[src/design/sap_pkg.sv]
// shared types, constants and layer-pair lookup for the sweep-and-prune pass
// no dependencies
`default_nettype none

package sap_pkg;

  localparam int unsigned MaxActiveDef = 16;
  localparam int unsigned IdW          = 16;
  localparam int unsigned LeadW        = 32;
  localparam int unsigned ExtW         = 31;
  localparam int unsigned TrailW       = 33;
  localparam int unsigned LayerW       = 2;
  localparam int unsigned MaskW        = 6;
  localparam int unsigned Layers       = 3;
  localparam logic [MaskW-1:0] MaskRst = 6'h3f;

  typedef struct packed {
    logic [IdW-1:0]           id;
    logic signed [TrailW-1:0] trail;
    logic [LayerW-1:0]        layer;
  } sap_entry_t;

  typedef struct packed {
    logic keep;
    logic allowed;
  } sap_eval_t;

  typedef enum logic [2:0] {
    S_IDLE,
    S_SCAN,
    S_PAIR_RD,
    S_PAIR_EV,
    S_OVF,
    S_APPEND
  } sap_state_e;

  function automatic logic pair_allowed(input logic [LayerW-1:0] la,
                                        input logic [LayerW-1:0] lb,
                                        input logic [MaskW-1:0]  mask);
    int unsigned a;
    int unsigned b;
    int unsigned t;
    int unsigned idx;
    logic [MaskW-1:0] sh;
    a = int'(la);
    b = int'(lb);
    if (a >= Layers || b >= Layers) begin
      return 1'b0;
    end
    if (b < a) begin
      t = a;
      a = b;
      b = t;
    end
    idx = a * Layers - ((a * (a - ((a > 0) ? 1 : 0))) >> 1) + (b - a);
    if (idx >= MaskW) begin
      return 1'b0;
    end
    sh = mask >> idx;
    return sh[0];
  endfunction

endpackage

`default_nettype wire

[src/design/sap_eval.sv]
// shared compare unit: prune test on the trailing edge and layer-pair check
// depends on sap_pkg
`default_nettype none

module sap_eval (
  input  logic signed [sap_pkg::LeadW-1:0]  lead_i,
  input  logic        [sap_pkg::LayerW-1:0] layer_i,
  input  logic        [sap_pkg::MaskW-1:0]  mask_i,
  input  sap_pkg::sap_entry_t               entry_i,
  output sap_pkg::sap_eval_t                res_o
);

  logic signed [sap_pkg::TrailW-1:0] lead_ext;

  assign lead_ext      = $signed({lead_i[sap_pkg::LeadW-1], lead_i});
  assign res_o.keep    = (entry_i.trail >= lead_ext);
  assign res_o.allowed = sap_pkg::pair_allowed(layer_i, entry_i.layer, mask_i);

endmodule

`default_nettype wire

[src/design/sweep_prune_axis_pass.sv]
// sweep-and-prune pass along one axis: active list memory, sequencer, result register
// depends on sap_pkg and sap_eval
//
//   channel   signals                          direction  notes
//   in        in_valid_i / in_ready_o          input      one object per beat
//   out       out_valid_o / out_ready_i        output     one pair or overflow beat
//   cfg       cfg_we_i / cfg_wdata_i           input      layer pair mask, no wait
//
// an object is accepted, then a prune pass reads the n stored entries and compacts
// the survivors, a pair pass walks the entries up to the last permitted pair, and a
// last step appends the object or reports overflow, skipped when overflow rides on
// the pair beats; one compare unit and one list read port serve both passes
// a stalled result beat holds back the next beat; in_ready_o is high only when idle
// reset empties the list and sets the mask to all ones
`default_nettype none

module sweep_prune_axis_pass #(
  parameter int unsigned MAX_ACTIVE = sap_pkg::MaxActiveDef
) (
  input  logic                              clk_i,
  input  logic                              rst_ni,
  input  logic                              in_valid_i,
  output logic                              in_ready_o,
  input  logic                              first_of_sweep_i,
  input  logic                              axis_i,
  input  logic        [sap_pkg::IdW-1:0]    obj_id_i,
  input  logic signed [sap_pkg::LeadW-1:0]  lead_edge_i,
  input  logic        [sap_pkg::ExtW-1:0]   extent_i,
  input  logic        [sap_pkg::LayerW-1:0] layer_i,
  output logic                              out_valid_o,
  input  logic                              out_ready_i,
  output logic                              pair_valid_o,
  output logic        [sap_pkg::IdW-1:0]    earlier_id_o,
  output logic        [sap_pkg::IdW-1:0]    later_id_o,
  output logic                              pair_axis_o,
  output logic                              last_of_item_o,
  output logic                              list_overflow_o,
  input  logic                              cfg_we_i,
  input  logic        [sap_pkg::MaskW-1:0]  cfg_wdata_i
);

  localparam int unsigned IW = (MAX_ACTIVE > 1) ? $clog2(MAX_ACTIVE) : 1;
  localparam int unsigned CW = $clog2(MAX_ACTIVE + 1);
  localparam logic [CW-1:0] MaxCnt = CW'(MAX_ACTIVE);
  localparam logic [CW-1:0] One    = CW'(1);

  sap_pkg::sap_state_e state_q, state_d;

  logic [CW-1:0] count_q, count_d;
  logic [CW-1:0] kept_q, kept_d;
  logic [CW-1:0] rd_idx_q, rd_idx_d;
  logic [CW-1:0] npair_q, npair_d;
  logic [CW-1:0] emit_q, emit_d;
  logic          pend_q, pend_d;
  logic          ovf_q, ovf_d;
  logic          out_valid_q, out_valid_d;
  logic [sap_pkg::MaskW-1:0] mask_q;

  // latched object
  logic                              axis_q;
  logic        [sap_pkg::IdW-1:0]    id_q;
  logic signed [sap_pkg::LeadW-1:0]  lead_q;
  logic        [sap_pkg::ExtW-1:0]   ext_q;
  logic        [sap_pkg::LayerW-1:0] layer_q;
  logic                              item_ld;

  // result register
  logic                     pv_q, pv_d;
  logic [sap_pkg::IdW-1:0]  eid_q, eid_d;
  logic [sap_pkg::IdW-1:0]  lid_q;
  logic                     pax_q;
  logic                     last_q, last_d;
  logic                     oovf_q, oovf_d;
  logic                     out_ld;

  // active list memory
  sap_pkg::sap_entry_t mem_q [MAX_ACTIVE];
  sap_pkg::sap_entry_t rdata_q;
  sap_pkg::sap_entry_t mem_wdata;
  sap_pkg::sap_entry_t new_entry;
  logic                mem_we, mem_re;
  logic [IW-1:0]       mem_waddr, mem_raddr;

  sap_pkg::sap_eval_t ev;
  logic               accept;
  logic               out_free;
  logic               scan_done;
  logic               is_last;

  sap_eval u_eval (
    .lead_i  (lead_q),
    .layer_i (layer_q),
    .mask_i  (mask_q),
    .entry_i (rdata_q),
    .res_o   (ev)
  );

  assign accept    = in_valid_i && in_ready_o;
  assign out_free  = !out_valid_q || out_ready_i;
  assign scan_done = (rd_idx_q == count_q) && !pend_q;
  assign is_last   = ((emit_q + One) == npair_q);

  assign new_entry.id    = id_q;
  assign new_entry.trail = $signed({lead_q[sap_pkg::LeadW-1], lead_q})
                         + $signed({2'b00, ext_q});
  assign new_entry.layer = layer_q;

  always_ff @(posedge clk_i) begin
    if (mem_we) begin
      mem_q[mem_waddr] <= mem_wdata;
    end
    if (mem_re) begin
      rdata_q <= mem_q[mem_raddr];
    end
  end

  // next state
  always_comb begin
    state_d = state_q;
    unique case (state_q)
      sap_pkg::S_IDLE: begin
        if (in_valid_i) begin
          state_d = sap_pkg::S_SCAN;
        end
      end
      sap_pkg::S_SCAN: begin
        if (scan_done) begin
          if (npair_q != '0) begin
            state_d = sap_pkg::S_PAIR_RD;
          end else if (kept_q == MaxCnt) begin
            state_d = sap_pkg::S_OVF;
          end else begin
            state_d = sap_pkg::S_APPEND;
          end
        end
      end
      sap_pkg::S_PAIR_RD: begin
        state_d = sap_pkg::S_PAIR_EV;
      end
      sap_pkg::S_PAIR_EV: begin
        if (!ev.allowed) begin
          state_d = sap_pkg::S_PAIR_RD;
        end else if (out_free) begin
          if (!is_last) begin
            state_d = sap_pkg::S_PAIR_RD;
          end else if (ovf_q) begin
            state_d = sap_pkg::S_IDLE;
          end else begin
            state_d = sap_pkg::S_APPEND;
          end
        end
      end
      sap_pkg::S_OVF: begin
        if (out_free) begin
          state_d = sap_pkg::S_IDLE;
        end
      end
      sap_pkg::S_APPEND: begin
        state_d = sap_pkg::S_IDLE;
      end
      default: begin
        state_d = sap_pkg::S_IDLE;
      end
    endcase
  end

  // datapath control
  always_comb begin
    in_ready_o  = (state_q == sap_pkg::S_IDLE);
    count_d     = count_q;
    kept_d      = kept_q;
    rd_idx_d    = rd_idx_q;
    npair_d     = npair_q;
    emit_d      = emit_q;
    pend_d      = 1'b0;
    ovf_d       = ovf_q;
    item_ld     = 1'b0;
    mem_we      = 1'b0;
    mem_re      = 1'b0;
    mem_waddr   = kept_q[IW-1:0];
    mem_raddr   = rd_idx_q[IW-1:0];
    mem_wdata   = rdata_q;
    out_ld      = 1'b0;
    pv_d        = 1'b1;
    eid_d       = rdata_q.id;
    last_d      = is_last;
    oovf_d      = ovf_q;
    out_valid_d = out_valid_q && !out_ready_i;
    unique case (state_q)
      sap_pkg::S_IDLE: begin
        if (accept) begin
          item_ld  = 1'b1;
          rd_idx_d = '0;
          kept_d   = '0;
          npair_d  = '0;
          emit_d   = '0;
          if (first_of_sweep_i) begin
            count_d = '0;
          end
        end
      end
      sap_pkg::S_SCAN: begin
        if (rd_idx_q != count_q) begin
          mem_re   = 1'b1;
          pend_d   = 1'b1;
          rd_idx_d = rd_idx_q + One;
        end
        // compact surviving entries toward the head
        if (pend_q && ev.keep) begin
          mem_we = 1'b1;
          kept_d = kept_q + One;
          if (ev.allowed) begin
            npair_d = npair_q + One;
          end
        end
        if (scan_done) begin
          count_d  = kept_q;
          ovf_d    = (kept_q == MaxCnt);
          rd_idx_d = '0;
        end
      end
      sap_pkg::S_PAIR_RD: begin
        mem_re   = 1'b1;
        rd_idx_d = rd_idx_q + One;
      end
      sap_pkg::S_PAIR_EV: begin
        if (ev.allowed && out_free) begin
          out_ld      = 1'b1;
          out_valid_d = 1'b1;
          emit_d      = emit_q + One;
        end
      end
      sap_pkg::S_OVF: begin
        pv_d   = 1'b0;
        eid_d  = '0;
        last_d = 1'b1;
        oovf_d = 1'b1;
        if (out_free) begin
          out_ld      = 1'b1;
          out_valid_d = 1'b1;
        end
      end
      sap_pkg::S_APPEND: begin
        mem_we    = 1'b1;
        mem_waddr = count_q[IW-1:0];
        mem_wdata = new_entry;
        count_d   = count_q + One;
      end
      default: begin
        in_ready_o = 1'b0;
      end
    endcase
  end

  always_ff @(posedge clk_i or negedge rst_ni) begin
    if (!rst_ni) begin
      state_q     <= sap_pkg::S_IDLE;
      count_q     <= '0;
      kept_q      <= '0;
      rd_idx_q    <= '0;
      npair_q     <= '0;
      emit_q      <= '0;
      pend_q      <= 1'b0;
      ovf_q       <= 1'b0;
      out_valid_q <= 1'b0;
      mask_q      <= sap_pkg::MaskRst;
    end else begin
      state_q     <= state_d;
      count_q     <= count_d;
      kept_q      <= kept_d;
      rd_idx_q    <= rd_idx_d;
      npair_q     <= npair_d;
      emit_q      <= emit_d;
      pend_q      <= pend_d;
      ovf_q       <= ovf_d;
      out_valid_q <= out_valid_d;
      if (cfg_we_i) begin
        mask_q <= cfg_wdata_i;
      end
    end
  end

  always_ff @(posedge clk_i) begin
    if (item_ld) begin
      axis_q  <= axis_i;
      id_q    <= obj_id_i;
      lead_q  <= lead_edge_i;
      ext_q   <= extent_i;
      layer_q <= layer_i;
    end
    if (out_ld) begin
      pv_q   <= pv_d;
      eid_q  <= eid_d;
      lid_q  <= id_q;
      pax_q  <= axis_q;
      last_q <= last_d;
      oovf_q <= oovf_d;
    end
  end

  assign out_valid_o     = out_valid_q;
  assign pair_valid_o    = pv_q;
  assign earlier_id_o    = eid_q;
  assign later_id_o      = lid_q;
  assign pair_axis_o     = pax_q;
  assign last_of_item_o  = last_q;
  assign list_overflow_o = oovf_q;

endmodule

`default_nettype wire

[config.mk]
export PLATFORM = sky130hd
export DESIGN_NAME = sweep_prune_axis_pass
export DESIGN_NICKNAME = d
export VERILOG_FILES = /design/src/design/sap_pkg.sv /design/src/design/sap_eval.sv /design/src/design/sweep_prune_axis_pass.sv
export SDC_FILE = /design/constraint.sdc
export NUM_CORES = 1
export LEC_CHECK = 0
export ABC_CLOCK_PERIOD_IN_PS = 7200
export BUFFER_PORTS_ARGS = -buffer_cell sky130_fd_sc_hd__buf_2
export CAP_MARGIN = 20
export CELL_PAD_IN_SITES_DETAIL_PLACEMENT = 0
export CELL_PAD_IN_SITES_GLOBAL_PLACEMENT = 1
export CORE_MARGIN = 8
export CORE_UTILIZATION = 30
export DETAILED_ROUTE_END_ITERATION = 7
export GPL_TIMING_DRIVEN = 0
export PLACE_DENSITY = 0.51
export SLEW_MARGIN = 25
export SYNTH_ARGS = -nofsm -noshare
export SYNTH_HDL_FRONTEND = slang
export SYNTH_HIERARCHICAL = 1
export SYNTH_SLANG_ARGS = --single-unit
[constraint.sdc]
create_clock -name clk_i -period 7.2 [get_ports clk_i]
set_input_delay 1.44 -clock clk_i [delete_from_list [all_inputs] [get_ports clk_i]]
set_output_delay 1.44 -clock clk_i [all_outputs]
set_load 0.01 [all_outputs]
== Yosys cells after proc, flatten, opt, wreduce, memory -nomap -nowiden ==
Memory sizes are Yosys's and may differ from the RTL's. A register that Yosys moved wholly into a read port is not among the register bits.
Index checks and enable logic that the tools add are counted.
W data, S select, Z words.
Word-level totals
  word-level logic and storage cells: 139
  memories kept: 1
  register bits: 155
  output and inout port bits: 38
  bits in writable memories: 816
  input port bits: 94
Memory list
  mem_q: words 16, width 51, rd ports 1, clocked after memory_dff 1, wr ports 1, line sweep_prune_axis_pass.sv:77  | sap_pkg::sap_entry_t mem_q [MAX_ACTIVE];
Operators by class
  shifts and indexed selects: 1
  add/subtract/negate cells: 10
  multiply operators: 2
  reductions and logical operators: 23
  multiplexer cells: 56
  eq/ne operators: 19
  $lt $le $gt $ge: 6
Operators with widths (count)
  $mux W32: 2
  $sub A32 B32 Y32: 2
  $mux W51: 1
  $mux W5: 10
  $add A32 B32 Y33: 1
  $ge A33 B32 Y1: 1
  $add A32 B32 Y32: 1
  $ge A32 B3 Y1 const B: 1
  $gt A32 B1 Y1 const B: 1
  $mul A32 B2 Y32 const B: 1
  $mul A32 B32 Y32: 1
  $shr A6 B32 Y1: 1
  $sub A32 B31 Y32: 1
  $pmux W5 S2: 3
  $pmux W5 S3: 2
  $add A5 B1 Y5 const B: 5
  $mux W3: 8
  $mux W1: 22
  $ne A2 B2 Y1 const B: 8
  $pmux W3 S5: 1
  $reduce_and A4 Y1: 3
  $eq A5 B5 Y1: 2
  $reduce_and A3 Y1: 3
  $pmux W1 S2: 4
  other kinds (18): 32

== Logic depth before layout (Yosys ltp) ==
  word-level depth: 18
  mapped depth: 30
  gate-level depth less buffers: 30

== By module ==
The synthesis kept the hierarchy.
Modules (own cells, without submodules)
  sweep_prune_axis_pass: area an instance 40173.5 µm², sequential area each 30511.8 µm², cells each 1960, instances 1
  sap_eval: area an instance 3816.2 µm², sequential area each 0.0 µm², cells each 506, instances 1

== Least setup slack after synthesis ==
Ideal clock, no wire load.
  kind: input to register
  start point: input in_valid_i
  end point: register emit_q[2]
  required time: 7.063 ns
  library setup time: 0.137 ns
  setup slack: -1.381 ns
  data arrival time: 8.444 ns
  stages on the path: 5
  path buffers: 0
  cells stage by stage: nand2b_1 nor3_1 nor2_1 o21ai_0 o21ai_0
On the way
  word-level cells in the longest chain between the ends: 3
RTL lines
  from (decl): line sweep_prune_axis_pass.sv:22  | input logic in_valid_i,
  $logic_and A1 B1 Y1: line sweep_prune_axis_pass.sv:98  | assign accept = in_valid_i && in_ready_o;
  $ne A2 B2 Y1 (no source line)
  $reduce_and A3 Y1 (no source line)
  to (signal assigned): line sweep_prune_axis_pass.sv:273  | emit_q <= emit_d;
  to (decl): line sweep_prune_axis_pass.sv:53  | logic [CW-1:0] emit_q, emit_d;
Every way passes these cells.
A chain may end at the register's enable or synchronous reset.

==> results.json <==
{
  "cpMaxStageDelayCell": "nor4_1",
  "report.final.slew_viol_count": 0,
  "switching_share_pct": 33.2,
  "crit_fanout": 22,
  "cp-start-kind": "flop",
  "switchingPower_mw": 7.14,
  "vias": 24200,
  "hold_viol": 0,
  "hold_class": "flop to flop",
  "cpMostUsedCell": "inv_1",
  "ios": 132,
  "crit_type": "flop to flop",
  "crit_family": "simple AND/OR/NAND/NOR gates",
  "synth_cells": 2466,
  "fin_nets": 3069,
  "first_pass_iters": 7,
  "synth_top_cell_by_area": "edfxtp_1",
  "core_area_mm2": 0.146,
  "gr-total-overflow": 0,
  "yosys.area.top_type_share_pct": 67.2,
  "pwr-share-clk_pct": 27.0,
  "ys_types": 80,
  "cts_root_buffer": "clkbuf_16",
  "critPathBufInv": 4,
  "rows": 140,
  "grt_pass1_vias": 25500,
  "cts_tree": "built",
  "synth_edf_count": 985,
  "place_ws_ps": 1480,
  "fin_crit_ps": 5680,
  "dp_hpwl_um": 89200,
  "powerDensity_mw_per_mm2": 406,
  "clkSlewWorstSetupHoldPaths_ps": 60,
  "insertion_delay_ps": 740,
  "area_delta_synth_final_pct": 20.4,
  "cts-resized-gates": 0,
  "die_height_um": 399,
  "p_int_mw": 14.4,
  "synthMostInstantiatedCell": "edfxtp_1",
  "antenna_found_initial": 5,
  "h-tree-depth": 3,
  "grt_max_degree": 38,
  "synth_commonest_cells": "edfxtp_1, mux4_2, nand2_1",
  "yosys-top-cells-area": "edfxtp_1, mux4_2, ha_1",
  "status": "finished clean",
  "clock_skew_ps": 52.5,
  "synth_ff_type": "edfxtp_1",
  "cts_hold_buf": 0,
  "critPathRequiredTime_ps": 7630,
  "syn_area_mm2": 0.0440,
  "fmax_mhz": 176,
  "die_x_um": 399,
  "setup-violations-final": 0,
  "ys_warn_count": 6,
  "finalWirelength_um": 128000,
  "cts_setup_buffers": 0,
  "placed_cell_area_mm2": 0.0492,
  "cp.arrival_ps": 6100,
  "layout-drive-gt1-share_pct": 25.9,
  "endpoint_kind": "flop",
  "numCtsBuffers": 112,
  "gp_congestion": 0.791,
  "die-area_mm2": 0.159,
  "slowest_delay_ps": 610,
  "ys_ff_latch": 1022,
  "combPwrFrac_pct": 32.9,
  "clock-sinks": 1022,
  "vdd_ir_drop_max_mv": 0.224,
  "n_fill_cell": 13500,
  "setup_ws_ps": 1520,
  "maxCapViolations": 0,
  "wl_per_cell_um": 26.5,
  "final_antenna_net_count": 0,
  "relSlewSlack_pct": 26.2,
  "drc": 0,
  "start_util_pct": 30.2,
  "portBuffers": 130,
  "post-route-period-util_pct": 78.8,
  "regArea_mm2": 0.0305,
  "rsz0062_at_grt": "no",
  "leakage_nw": 18.0,
  "grt.total_usage_pct": 15.9,
  "p_seq_share_pct": 40.1,
  "vias_per_cell": 5.03,
  "multiInputGateArea_mm2": 0.0130,
  "first_iter_violations": 1875,
  "finish.instance_area_mm2": 0.0530,
  "cts_max_path_buffers": 3,
  "avgSynthCellArea_um2": 17.8,
  "async_reset_ff_share_pct": 3.62,
  "path_cells": "inv_1, ha_1, inv_1, o21ai_0, a22oi_1, o21a_1, inv_1, fa_1, o211ai_1, nor4_1, o2111ai_1, nor3_1, nand4_1, nor4_2, nand3_1, nor2_1, a21oi_1, nor2_4, buf_12",
  "grt_pass1_wl_um": 183000,
  "tightest_slew_ps": 1110,
  "yosysSeqAreaShare_pct": 69.4
}
## worst reg2reg max path: stages (launching register included)
cell,delay [ps]
edfxtp_1,580
inv_1,170
ha_1,340
inv_1,80
o21ai_0,70
a22oi_1,180
o21a_1,150
inv_1,50
fa_1,600
o211ai_1,140
nor4_1,610
o2111ai_1,230
nor3_1,180
nand4_1,140
nor4_2,490
nand3_1,250
nor2_1,190
a21oi_1,100
nor2_4,560
buf_12,280
## stage by stage
stage	util (%)	instances	total power [mW]	hold WS, ps	TNS (ps)
finish	36.4	4813	21.5	423	0
global route	36.4	4812	22.6	430	0
CTS	36.4	4812	21.6	425	0
detailed placement	33.8	4606	15.7	411	0
global placement	32.3	4524	15.1	401	-2240400
floorplan	-	2477	12.9	400	0
## layout by cell type, fill, tap and decap left out, types with 8 or more instances in the layout
master / netlist / routed
buf_4: 3 / 9
edfxtp_1: 985 / 985
o211ai_1: 16 / 16
clkbuf_2: 0 / 17
bufinv_16: 0 / 13
o21ai_0: 79 / 58
mux2_2: 12 / 12
inv_1: 89 / 89
o21ai_1: 4 / 20
a31oi_1: 15 / 15
clkbuf_1: 67 / 69
a21oi_1: 83 / 82
nor2_4: 0 / 17
xnor2_1: 46 / 46
buf_16: 0 / 53
nand4_1: 26 / 26
and2_1: 21 / 21
clkinv_1: 1 / 20
clkinv_2: 0 / 22
o21a_1: 12 / 12
and3_1: 11 / 11
buf_12: 0 / 17
mux4_2: 256 / 256
nand3_1: 36 / 36
nor2_1: 85 / 68
conb_1: 2 / 13
clkbuf_16: 0 / 112
xor2_1: 23 / 23
clkinvlp_4: 0 / 8
nand2_1: 177 / 177
a21o_1: 35 / 35
dfrtp_1: 31 / 31
nand2b_1: 10 / 10
ha_1: 168 / 168
nor3_1: 25 / 24
buf_2: 12 / 154
## power by group through the flow
| stage | sequential (mW) | combinational, mW | clock, mW |
|---|---|---|---|
| 5_1_grt | 8.68 | 7.72 | 6.16 |
| 3_3_place_gp | 8.86 | 6.27 | 0 |
| 4_1_cts | 8.64 | 6.97 | 5.94 |
| 6_report | 8.62 | 7.08 | 5.80 |
| 3_5_place_dp | 8.75 | 6.94 | 0 |
| 2_1_floorplan | 8.63 | 4.31 | 0 |
## cell type report
| cell class | count | area share, % |
|---|---|---|
| antenna | 1 | 0.00472 |
| buffer | 101 | 0.874 |
| clock buffer | 132 | 5.49 |
| clock inverter | 74 | 1.57 |
| inverter | 90 | 0.638 |
| multi-input combinational | 1264 | 24.4 |
| sequential | 1022 | 57.6 |
| tap | 1917 | 4.53 |
| timing repair buffer | 212 | 4.86 |
## final timing paths
path / from / endpoint / slack, ps / cells after the start
setup reg to reg: layer_q[1] / earlier_id_o[11] / 1520 / 19
setup / recovery: layer_q[1] / earlier_id_o[11] / 1520 / 19
max in group asynchronous: rst_ni / emit_q[4] / 6080 / 1
hold reg to reg: axis_q / pair_axis_o / 420 / 0
hold / removal: axis_q / pair_axis_o / 420 / 0
min in group asynchronous: rst_ni / kept_q[2] / 740 / 1
## registers in the layout (all words and copies together), names as in the netlist, 2 cells and up
register	count
count_q	5
earlier_id_o	16
emit_q	5
ext_q	31
id_q	16
kept_q	5
later_id_o	16
layer_q	2
lead_q	32
mask_q	6
mem_q	816
npair_q	5
rd_idx_q	5
rdata_q	51
state_q	3
## cell families (layout without fill, tap and decap cells)
logic type	after synthesis	count (layout)	share of synthesized area, %
DFF	1022	1022	69.4
and+or+nand+nor	421	421	4.41
AOI/OAI and AO/OA	315	315	4.59
muxes	274	274	13.6
buffers and inverters	191	609	1.74
adders and majority gates	172	172	4.96
xor gates and xnor gates	69	69	1.37
other	2	14	0.0171
## routing by layer
layer / GRT usage, % / routed length, um / part of all wire [%]
met1: 21.1 / 55300 / 43
met2: 27.2 / 63400 / 50
met3: 2.24 / 6010 / 4.7
met4: 4.25 / 2840 / 2.2
met5: 0 / 0 / 0
Note: power is estimated with default switching activity, not from simulation.
